<file path="src/hw/rtl/rac_pkg.sv">
package rac_pkg;

  localparam int POS_W = 32;
  localparam int DIR_W = 16;
  localparam int CFG_W = 29;
  localparam int C_W = 33;
  localparam int W_W = 33;
  localparam int PROD_W = 49;
  localparam int DOT_W = 51;
  localparam int SQ_W = 66;
  localparam int S2_W = 39;
  localparam int NUM_W = 84;
  localparam int MAG_W = 83;
  localparam int DIV_W = 43;
  localparam int Q_W = 32;
  localparam int LO_W = 26;
  localparam int QUEUE_DEPTH = 4;
  localparam logic [CFG_W-1:0] CFG_RESET = 29'd268435;
  localparam logic signed [S2_W-1:0] ONE_Q28 = 39'sd268435456;
  localparam logic [Q_W-1:0] POS_LIMIT = 32'h7FFF_FFFF;
  localparam logic [Q_W-1:0] NEG_LIMIT = 32'h8000_0000;

  typedef struct packed {
    logic signed [POS_W-1:0] axis_origin_x;
    logic signed [POS_W-1:0] axis_origin_y;
    logic signed [POS_W-1:0] axis_origin_z;
    logic signed [DIR_W-1:0] axis_dir_x;
    logic signed [DIR_W-1:0] axis_dir_y;
    logic signed [DIR_W-1:0] axis_dir_z;
    logic signed [POS_W-1:0] ray_origin_x;
    logic signed [POS_W-1:0] ray_origin_y;
    logic signed [POS_W-1:0] ray_origin_z;
    logic signed [DIR_W-1:0] ray_dir_x;
    logic signed [DIR_W-1:0] ray_dir_y;
    logic signed [DIR_W-1:0] ray_dir_z;
  } query_t;

  typedef struct packed {
    logic signed [Q_W-1:0] axis_param;
    logic                  valid_res;
    logic                  saturated;
  } result_t;

  typedef struct packed {
    logic                    ok;
    logic signed [C_W-1:0]   c;
    logic signed [DOT_W-1:0] wv;
    logic signed [DOT_W-1:0] wu;
    logic [CFG_W-1:0]        s2;
  } job_t;

  typedef struct packed {
    logic             ok;
    logic             neg;
    logic             sat;
    logic [MAG_W-1:0] rem;
    logic [DIV_W-1:0] d;
    logic [Q_W-1:0]   q;
  } div_stage_t;

endpackage

</file>
<file path="src/hw/rtl/rac_queue.sv">
module rac_queue #(
  parameter int DEPTH = rac_pkg::QUEUE_DEPTH
) (
  input  logic          clk,
  input  logic          rst,
  input  rac_pkg::job_t push_data,
  input  logic          push_valid,
  output logic          push_ready,
  output rac_pkg::job_t pop_data,
  output logic          pop_valid,
  input  logic          pop
);

  localparam int AW = (DEPTH > 1) ? $clog2(DEPTH) : 1;

  rac_pkg::job_t   mem [DEPTH];
  logic [AW-1:0]   wr_ptr, rd_ptr;
  logic [AW:0]     count;
  logic            do_push, do_pop;

  assign push_ready = count != (AW+1)'(DEPTH);
  assign pop_valid  = count != '0;
  assign do_push    = push_valid && push_ready;
  assign do_pop     = pop && pop_valid;
  assign pop_data   = mem[rd_ptr];

  always_ff @(posedge clk) begin
    if (do_push) begin
      mem[wr_ptr] <= push_data;
    end
  end

  always_ff @(posedge clk) begin
    if (rst) begin
      wr_ptr <= '0;
      rd_ptr <= '0;
      count  <= '0;
    end else begin
      if (do_push) begin
        wr_ptr <= (wr_ptr == AW'(DEPTH-1)) ? '0 : wr_ptr + AW'(1);
      end
      if (do_pop) begin
        rd_ptr <= (rd_ptr == AW'(DEPTH-1)) ? '0 : rd_ptr + AW'(1);
      end
      count <= count + (AW+1)'(do_push) - (AW+1)'(do_pop);
    end
  end

endmodule

</file>
<file path="config.mk">
export PLATFORM = sky130hd
export DESIGN_NAME = rac_queue
export DESIGN_NICKNAME = d
export VERILOG_FILES = /design/src/hw/rtl/rac_pkg.sv /design/src/hw/rtl/rac_queue.sv
export SDC_FILE = /design/constraint.sdc
export NUM_CORES = 1
export LEC_CHECK = 0
export BUFFER_PORTS_ARGS = -buffer_cell sky130_fd_sc_hd__buf_2
export CORE_MARGIN = 5
export CORE_UTILIZATION = 57
export CTS_CLUSTER_SIZE = 20
export DETAILED_ROUTE_END_ITERATION = 7
export MAX_ROUTING_LAYER = met4
export PLACE_DENSITY = 0.84
export SETUP_SLACK_MARGIN = 0.15
export SLEW_MARGIN = 20
export SYNTH_ARGS = -nofsm -noshare
export SYNTH_HDL_FRONTEND = slang
export SYNTH_SLANG_ARGS = --single-unit
</file>
<file path="constraint.sdc">
create_clock -name clk -period 3.75 [get_ports clk]
set_input_delay 0.375 -clock clk [delete_from_list [all_inputs] [get_ports clk]]
set_output_delay 0.375 -clock clk [all_outputs]
set_load 0.01 [all_outputs]
</file>
==> results of run 1 <==
metal layers:
layer | vias up | wire length, um | GRT usage | share of wire
met2 | 557 | 27200 | 0.379 | 0.52
li1 | 4969 | - | - | -
met3 | 76 | 4470 | 0.0589 | 0.085
met4 | 0 | 1090 | 0.0630 | 0.021
met5 | - | 0 | - | 0
met1 | 6074 | 20000 | 0.298 | 0.38
kinds of logic after synthesis:
logic type / after synthesis / share of synthesized area
DFF: 669 / 0.822
muxes: 167 / 0.154
buffers and inverters: 44 / 0.0135
and+or+nand+nor: 18 / 0.00448
adders and majority gates: 8 / 0.00442
AOI/OAI and AO/OA: 4 / 0.00123
xor gates and xnor gates: 1 / 0.000360
power groups by stage:
| stage | registers (mW) | clock network, mW | logic (mW) |
|---|---|---|---|
| 3_3_place_gp | 9.53 | 0 | 4.20 |
| 4_1_cts | 9.48 | 6.52 | 4.42 |
| 6_report | 9.48 | 6.41 | 4.37 |
| 5_1_grt | 9.54 | 6.90 | 4.66 |
| 2_1_floorplan | 9.49 | 0 | 2.72 |
| 3_5_place_dp | 9.61 | 0 | 4.25 |
placed cells by master (no fill, tap or decap), drive strengths merged, types with 7 or more instances in the layout:
| cell type | count |
|---|---|
| edfxtp | 660 |
| buf | 367 |
| mux4 | 165 |
| dlygate4sd3 | 112 |
| clkbuf | 80 |
| clkinv | 21 |
| dfxtp | 9 |
| diode | 8 |
| ha | 7 |
| inv | 7 |
area by class of cell:
| cell class | count | share of cell area |
|---|---|---|
| flip-flops and latches | 669 | 0.667 |
| multi-input cells | 198 | 0.134 |
| repair buffers | 479 | 0.106 |
| clock buffers | 80 | 0.0604 |
| well taps | 539 | 0.0225 |
| clock inverters | 31 | 0.00947 |
| diodes | 8 | 0.000667 |
| inverters | 5 | 0.000626 |
flip-flops by register name, indices dropped and copies added (netlist names), named ones only:
signal,cells
count,3
wr_ptr,2
rd_ptr,2
mem,660
worst paths after layout:
path	slack [ps]	to	cells after the start
hold reg to reg	510	flop	2
setup / recovery	840	pop_data[54]	3
hold / removal	30	mem[2][99]	1
setup reg to reg	1100	count[2]	10
critical path, delay by kind of cell (launching register included):
kind	cells	cell delay, ps
buffers and inverters	2	630
flip-flops	1	700
multiplexers	1	610
stage by stage:
stage               power [mW]  instance area [um^2]
finish                    20.3                 30000
CTS                       20.4                 30000
floorplan                 12.2                 24300
global route              21.1                 30000
detailed placement        13.9                 26800
global placement          13.7                 26800
timing repair:
| action | CTS | global route |
|---|---|---|
| buffers inserted | 0 | 0 |
| hold buffers | 112 | 0 |
| hold endpoints to repair | 422 | 0 |
==> key figures, run 1 <==
STA
  • Final Hold Viols: 0
  • Endpoints failing setup: 0
  • Final worst slack: 840 ps
  • Max-slew violations: 0
  • Period utilization: 0.776
  • RSZ-0062 raised after global routing: no
  • Fin crit period: just under 3000 ps
  • Clock Skews: approximately 22 ps
  • Final setup TNS: 0 ps
  • Fin Hold WS: 27.7 ps
  • Worst Tran Pin Value: 849 ps
  • Slew HR: 0.434
  • Max frequency: 344 MHz

Synthesis
  • Main synth FF type: edfxtp_1
  • Seq/Total Area, Yosys: 0.822
  • FF+latch count, synth: 669
  • Mean Syn Cell Area: 26.7 um^2
  • Synth top area cells: edfxtp_1 (81%), mux4_2 (15%), buf_6 (0.79%)
  • Synthesized cell area: 0.0243 mm^2
  • Post-synthesis cell count: 911
  • Unique masters post-synth: 28
  • Synth top area share: 0.815
  • Most frequent cell after synthesis: edfxtp_1
  • Synthesized Nets: 1088
  • Share of synthesized registers carrying an async set or reset: 0
  • Ys Warns: 0
  • Post-synth EDFFs: 660
  • Yosys top cell by area: edfxtp_1
  • Synth cell count leaders: edfxtp_1 (660), mux4_2 (165), buf_6 (17)

Setup path
  • Critical path type: reg2out
  • Critical Path Source Type: flop
  • Worst path arrival time: 2530 ps
  • Critical Path RT: 3380 ps
  • Worst Setup End Kind: output pin
  • Delay of the slowest cell on the worst path: 700 ps
  • CP Cell Sequence: buf_4 -> mux4_2 -> buf_2
  • R2R Path Start: count[2]
  • Slowest cell on the critical path: dfxtp_4
  • Crit path max fanout: 24

Clock network
  • Total CTS buffers: 66
  • CTS tree: yes
  • Max clock buf depth: 3
  • Post-CTS sizing: 0
  • Root Driver: clkbuf_16
  • Worst-path clk slew: 60 ps
  • Clk_lat worst skew: 570 ps
  • Clock Sinks: 669
  • Max H-tree Level: 3

Power
  • Power Density: 675 mW/mm^2
  • Pint: 15.0 mW
  • Switch share: 0.261
  • Static Leak: 10.2 nW
  • Combinational Power Share: 0.216
  • Flop pwr share: 0.468
  • Max IR drop VDD: 0.000469 V
  • NetSw: around 5.3 mW
  • Clk pwr share: 0.317

Layout
  • Area Growth Syn to Fin: 23.3%
  • Fin cells: 2009
  • Layout cells sized above 1: 0.432
  • Register area: 0.0200 mm^2
  • FILL cells: 2337
  • Layout Utilization: 0.714
  • Final net count: 1596
  • Footprint of the multi-input gates: 0.00401 mm^2

Global routing
  • Grt ovf: 0
  • Antenna violations before repair: 7
  • Vias in the first global route: 12710
  • Aggregate global-route resource usage: 0.232
  • Pin count of the biggest net entering global routing: 92
  • First-pass GRT wire length: around 79 mm

Die
  • Die width: 217 um
  • Core area: 0.0420 mm^2
  • Boundary Pins: between 300 and 400
  • Row count: 75
  • Initial Utilization: 0.578
  • Die Footprint: approximately 0.047 mm^2
  • Die Y: 217 um

Placed design
  • Inst Count DP: 1778
  • Buffers on Ports: 335
  • Gpl congestion: about 0.76
  • HPWL after DPL: around 30 mm
  • Worst slack, placed: around 1200 ps

Routing
  • Pre-Repair DR Iteration Count: 5
  • Via count: 11676
  • Vias per std cell: 5.81
  • Wirelength per Cell: 26.2 um
  • Initial drt markers: 1061
  • Detail Route Antenna Nets: 0
  • # DRC: 0
  • DRT Wirelength: 52.7 mm

Outcome
  • Status: finished clean

Run
  • Max-Cap Viols: 0

Worst hold path
  • HP Start: push_data[99]
  • Min-Delay Path Class: in2reg
No activity file was read; power rests on OpenSTA's default activity.
==> run 2: changes to the inputs <==
--- a/config.mk
+++ b/config.mk
@@ -5,13 +5,14 @@
 export SDC_FILE = /design/constraint.sdc
 export NUM_CORES = 1
 export LEC_CHECK = 0
+export ABC_AREA = 1
 export BUFFER_PORTS_ARGS = -buffer_cell sky130_fd_sc_hd__buf_2
 export CORE_MARGIN = 5
-export CORE_UTILIZATION = 57
+export CORE_UTILIZATION = 52
 export CTS_CLUSTER_SIZE = 20
 export DETAILED_ROUTE_END_ITERATION = 7
 export MAX_ROUTING_LAYER = met4
-export PLACE_DENSITY = 0.84
+export PLACE_DENSITY = 0.81
 export SETUP_SLACK_MARGIN = 0.15
 export SLEW_MARGIN = 20
 export SYNTH_ARGS = -nofsm -noshare
==> constraint.sdc (replaced) <==
create_clock -name clk -period 2.6 [get_ports clk]
set_input_delay 0.26 -clock clk [delete_from_list [all_inputs] [get_ports clk]]
set_output_delay 0.26 -clock clk [all_outputs]
set_load 0.01 [all_outputs]
==> key figures, run 2 <==
Setup path
  • Worst path arrival time: 2170 ps
  • Worst Setup End Kind: output pin
  • CP Cell Sequence: buf_16 -> o21ai_0 -> o22ai_1 -> buf_2
  • Critical path type: reg2out
  • Reg2reg path depth: 10
  • Delay of the slowest cell on the worst path: 410 ps
  • Critical Path Source Type: flop
  • Slowest cell on the critical path: dfxtp_4
  • Critical Path RT: between 2000 and 2500 ps
  • Crit path max fanout: 92

Global routing
  • Grt ovf: 0
  • First-pass GRT wire length: 93.9 mm
  • Antenna violations before repair: 10
  • Vias in the first global route: 16916
  • Pin count of the biggest net entering global routing: 143
  • Aggregate global-route resource usage: 0.233

Die
  • Row count: 80
  • Initial Utilization: 0.524
  • Die Footprint: 0.0525 mm^2
  • Core area: ~0.048 mm^2
  • Die Y: approximately 230 um
  • Die width: between 200 and 250 um
  • Boundary Pins: 336

Clock network
  • CTS tree: yes
  • Clk_lat worst skew: 580 ps
  • Worst-path clk slew: 60 ps
  • Max clock buf depth: 3
  • Clock Sinks: 669
  • Max H-tree Level: 3
  • Root Driver: clkbuf_16
  • Total CTS buffers: 66

Layout
  • Largest register FFs: 660
  • Biggest register: mem
  • Commonest non-fill, non-tap cells in the layout: edfxtp_1 (660), nor2_1 (337), buf_2 (335), o21ai_0 (264), dlygate4sd3_1 (167)
  • Layout Utilization: 0.657
  • Layout cells sized above 1: 0.218
  • Final net count: roughly 2300
  • Commonest non-fill, non-tap cell in the layout: edfxtp_1
  • FILL cells: 3028
  • Area Growth Syn to Fin: 25.5%
  • Registers with the most flip-flops: mem (660), count (3)
  • Final Instance Area: 0.0313 mm^2

Routing
  • Pre-Repair DR Iteration Count: 7
  • Detail Route Antenna Nets: 0
  • DRT Wirelength: 63.8 mm
  • # DRC: 0
  • Vias per std cell: 5.87
  • Initial drt markers: ~1800
  • Via count: 16660
  • Wirelength per Cell: roughly 22 um

Power
  • Static Leak: 11.1 nW
  • Pint: 21.5 mW
  • NetSw: approximately 10 mW
  • Total power: 31.5 mW
  • Flop pwr share: 0.429
  • Switch share: 0.318
  • Combinational Power Share: 0.284
  • Power Density: 1000 mW/mm^2
  • Clk pwr share: 0.287
  • Max IR drop VDD: ~0.00068 V

Synthesis
  • Post-synthesis cell count: 1664
  • FF+latch count, synth: 669
  • Mean Syn Cell Area: 15.0 um^2
  • Post-synth EDFFs: 660
  • Synth top area share: 0.794
  • Synth cell count leaders: edfxtp_1 (660), nor2_1 (342), o21ai_0 (264)
  • Most frequent cell after synthesis: edfxtp_1
  • Unique masters post-synth: 19
  • Synth top area cells: edfxtp_1 (79%), o21ai_0 (5.3%), nor2_1 (5.1%)
  • Share of synthesized registers carrying an async set or reset: 0
  • Synthesized cell area: 0.0250 mm^2
  • Synthesized Nets: ~1800
  • Main synth FF type: edfxtp_1
  • Yosys top cell by area: edfxtp_1
  • Ys Warns: 0
  • Seq/Total Area, Yosys: 0.801

STA
  • Worst Tran Pin Value: 723 ps
  • Max frequency: about 400 MHz
  • Period utilization: 0.936
  • Max-slew violations: 0
  • Final Hold Viols: 0
  • Final worst slack: 166 ps
  • Endpoints failing setup: 0
  • Clock Skews: 20.2 ps
  • Fin crit period: 2430 ps
  • Slew HR: 0.518
  • Final setup TNS: 0 ps
  • RSZ-0062 raised after global routing: yes

Placed design
  • HPWL after DPL: 31.6 mm
  • Gpl congestion: ~0.76
  • Buffers on Ports: 335
  • Placed cell areas: 0.0273 mm^2
  • Worst slack, placed: ~670 ps

Run
  • Max-Cap Viols: 0

Outcome
  • Status: finished clean

Worst hold path
  • Min-Delay Path Class: in2reg
  • Worst hold stages: 3
## run 2: cell count changes after synthesis, moves of 16 or more
cell / previous run / this run
o22ai_1: 0 / 165
o21ai_1: 0 / 67
clkbuf_1: 4 / 57
buf_6: 17 / 33
mux4_2: 165 / 0
o21ai_0: 0 / 264
nor2_1: 3 / 342
## run 2: logic make-up after synthesis
| kind of cell | count (synthesis) | share of synthesized area |
|---|---|---|
| flops | 669 | 0.801 |
| compound gates | 502 | 0.109 |
| simple gates | 358 | 0.0540 |
| buf+inv | 127 | 0.0316 |
| fa+ha+maj | 8 | 0.00431 |
## run 2: critical path, delay by kind of cell (launching register included)
kind                   cells  cell delay [ps]
DFF                        1              410
AOI/OAI and AO/OA          2              550
buffers and inverters      2              490
## run 2: through the flow
stage          hold WS (ps)  instances
6_report               76.7       2840
5_1_grt                65.9       2840
4_1_cts                23.5       2817
3_5_place_dp            444       2537
3_3_place_gp            444       2537
2_1_floorplan           317       1664
## run 2: what timing repair did
action,in CTS,in global routing
pin swaps,0,1
setup endpoints to repair,45,135
hold buffers,167,0
hold endpoints to repair,666,0
setup buffers,0,7
resized for setup,8,11
gates cloned,1,6
## run 2: path summary, 6_finish.rpt
kind,slack (ps),from,endpoint
hold reg to reg,550,wr_ptr[0],wr_ptr[0]
hold / removal,80,push_valid,wr_ptr[0]
setup reg to reg,610,count[1],count[2]
setup / recovery,170,flop,pop_data[78]
## run 2: metal layers
metal	vias to the layer above	track usage	wire, um
met5	-	-	0
met4	0	0.0917	2120
met3	161	0.0570	6400
met2	978	0.380	32200
met1	8206	0.285	23100
li1	7315	-	-
## run 2: layout make-up
class | instances | area, um^2 | share of cell area
timing repair buffer | 548 | 4140 | 0.132
tap | 615 | 769 | 0.0246
inverter | 18 | 88.8 | 0.00284
multi-input combinational | 868 | 4250 | 0.136
sequential | 669 | 20000 | 0.639
clock buffer | 90 | 1850 | 0.0590
clock inverter | 22 | 184 | 0.00587
antenna | 10 | 25.0 | 0.000799
## run 2: power by group through the flow
stage / Combinational [mW] / Clock, mW / Sequential (mW)
after floorplan: 4.84 / 0 / 13.7
after global placement: 7.75 / 0 / 13.6
after detailed placement: 7.99 / 0 / 13.7
after CTS: 8.35 / 9.12 / 13.5
after global routing: 9.59 / 9.69 / 13.6
final: 8.92 / 9.04 / 13.5
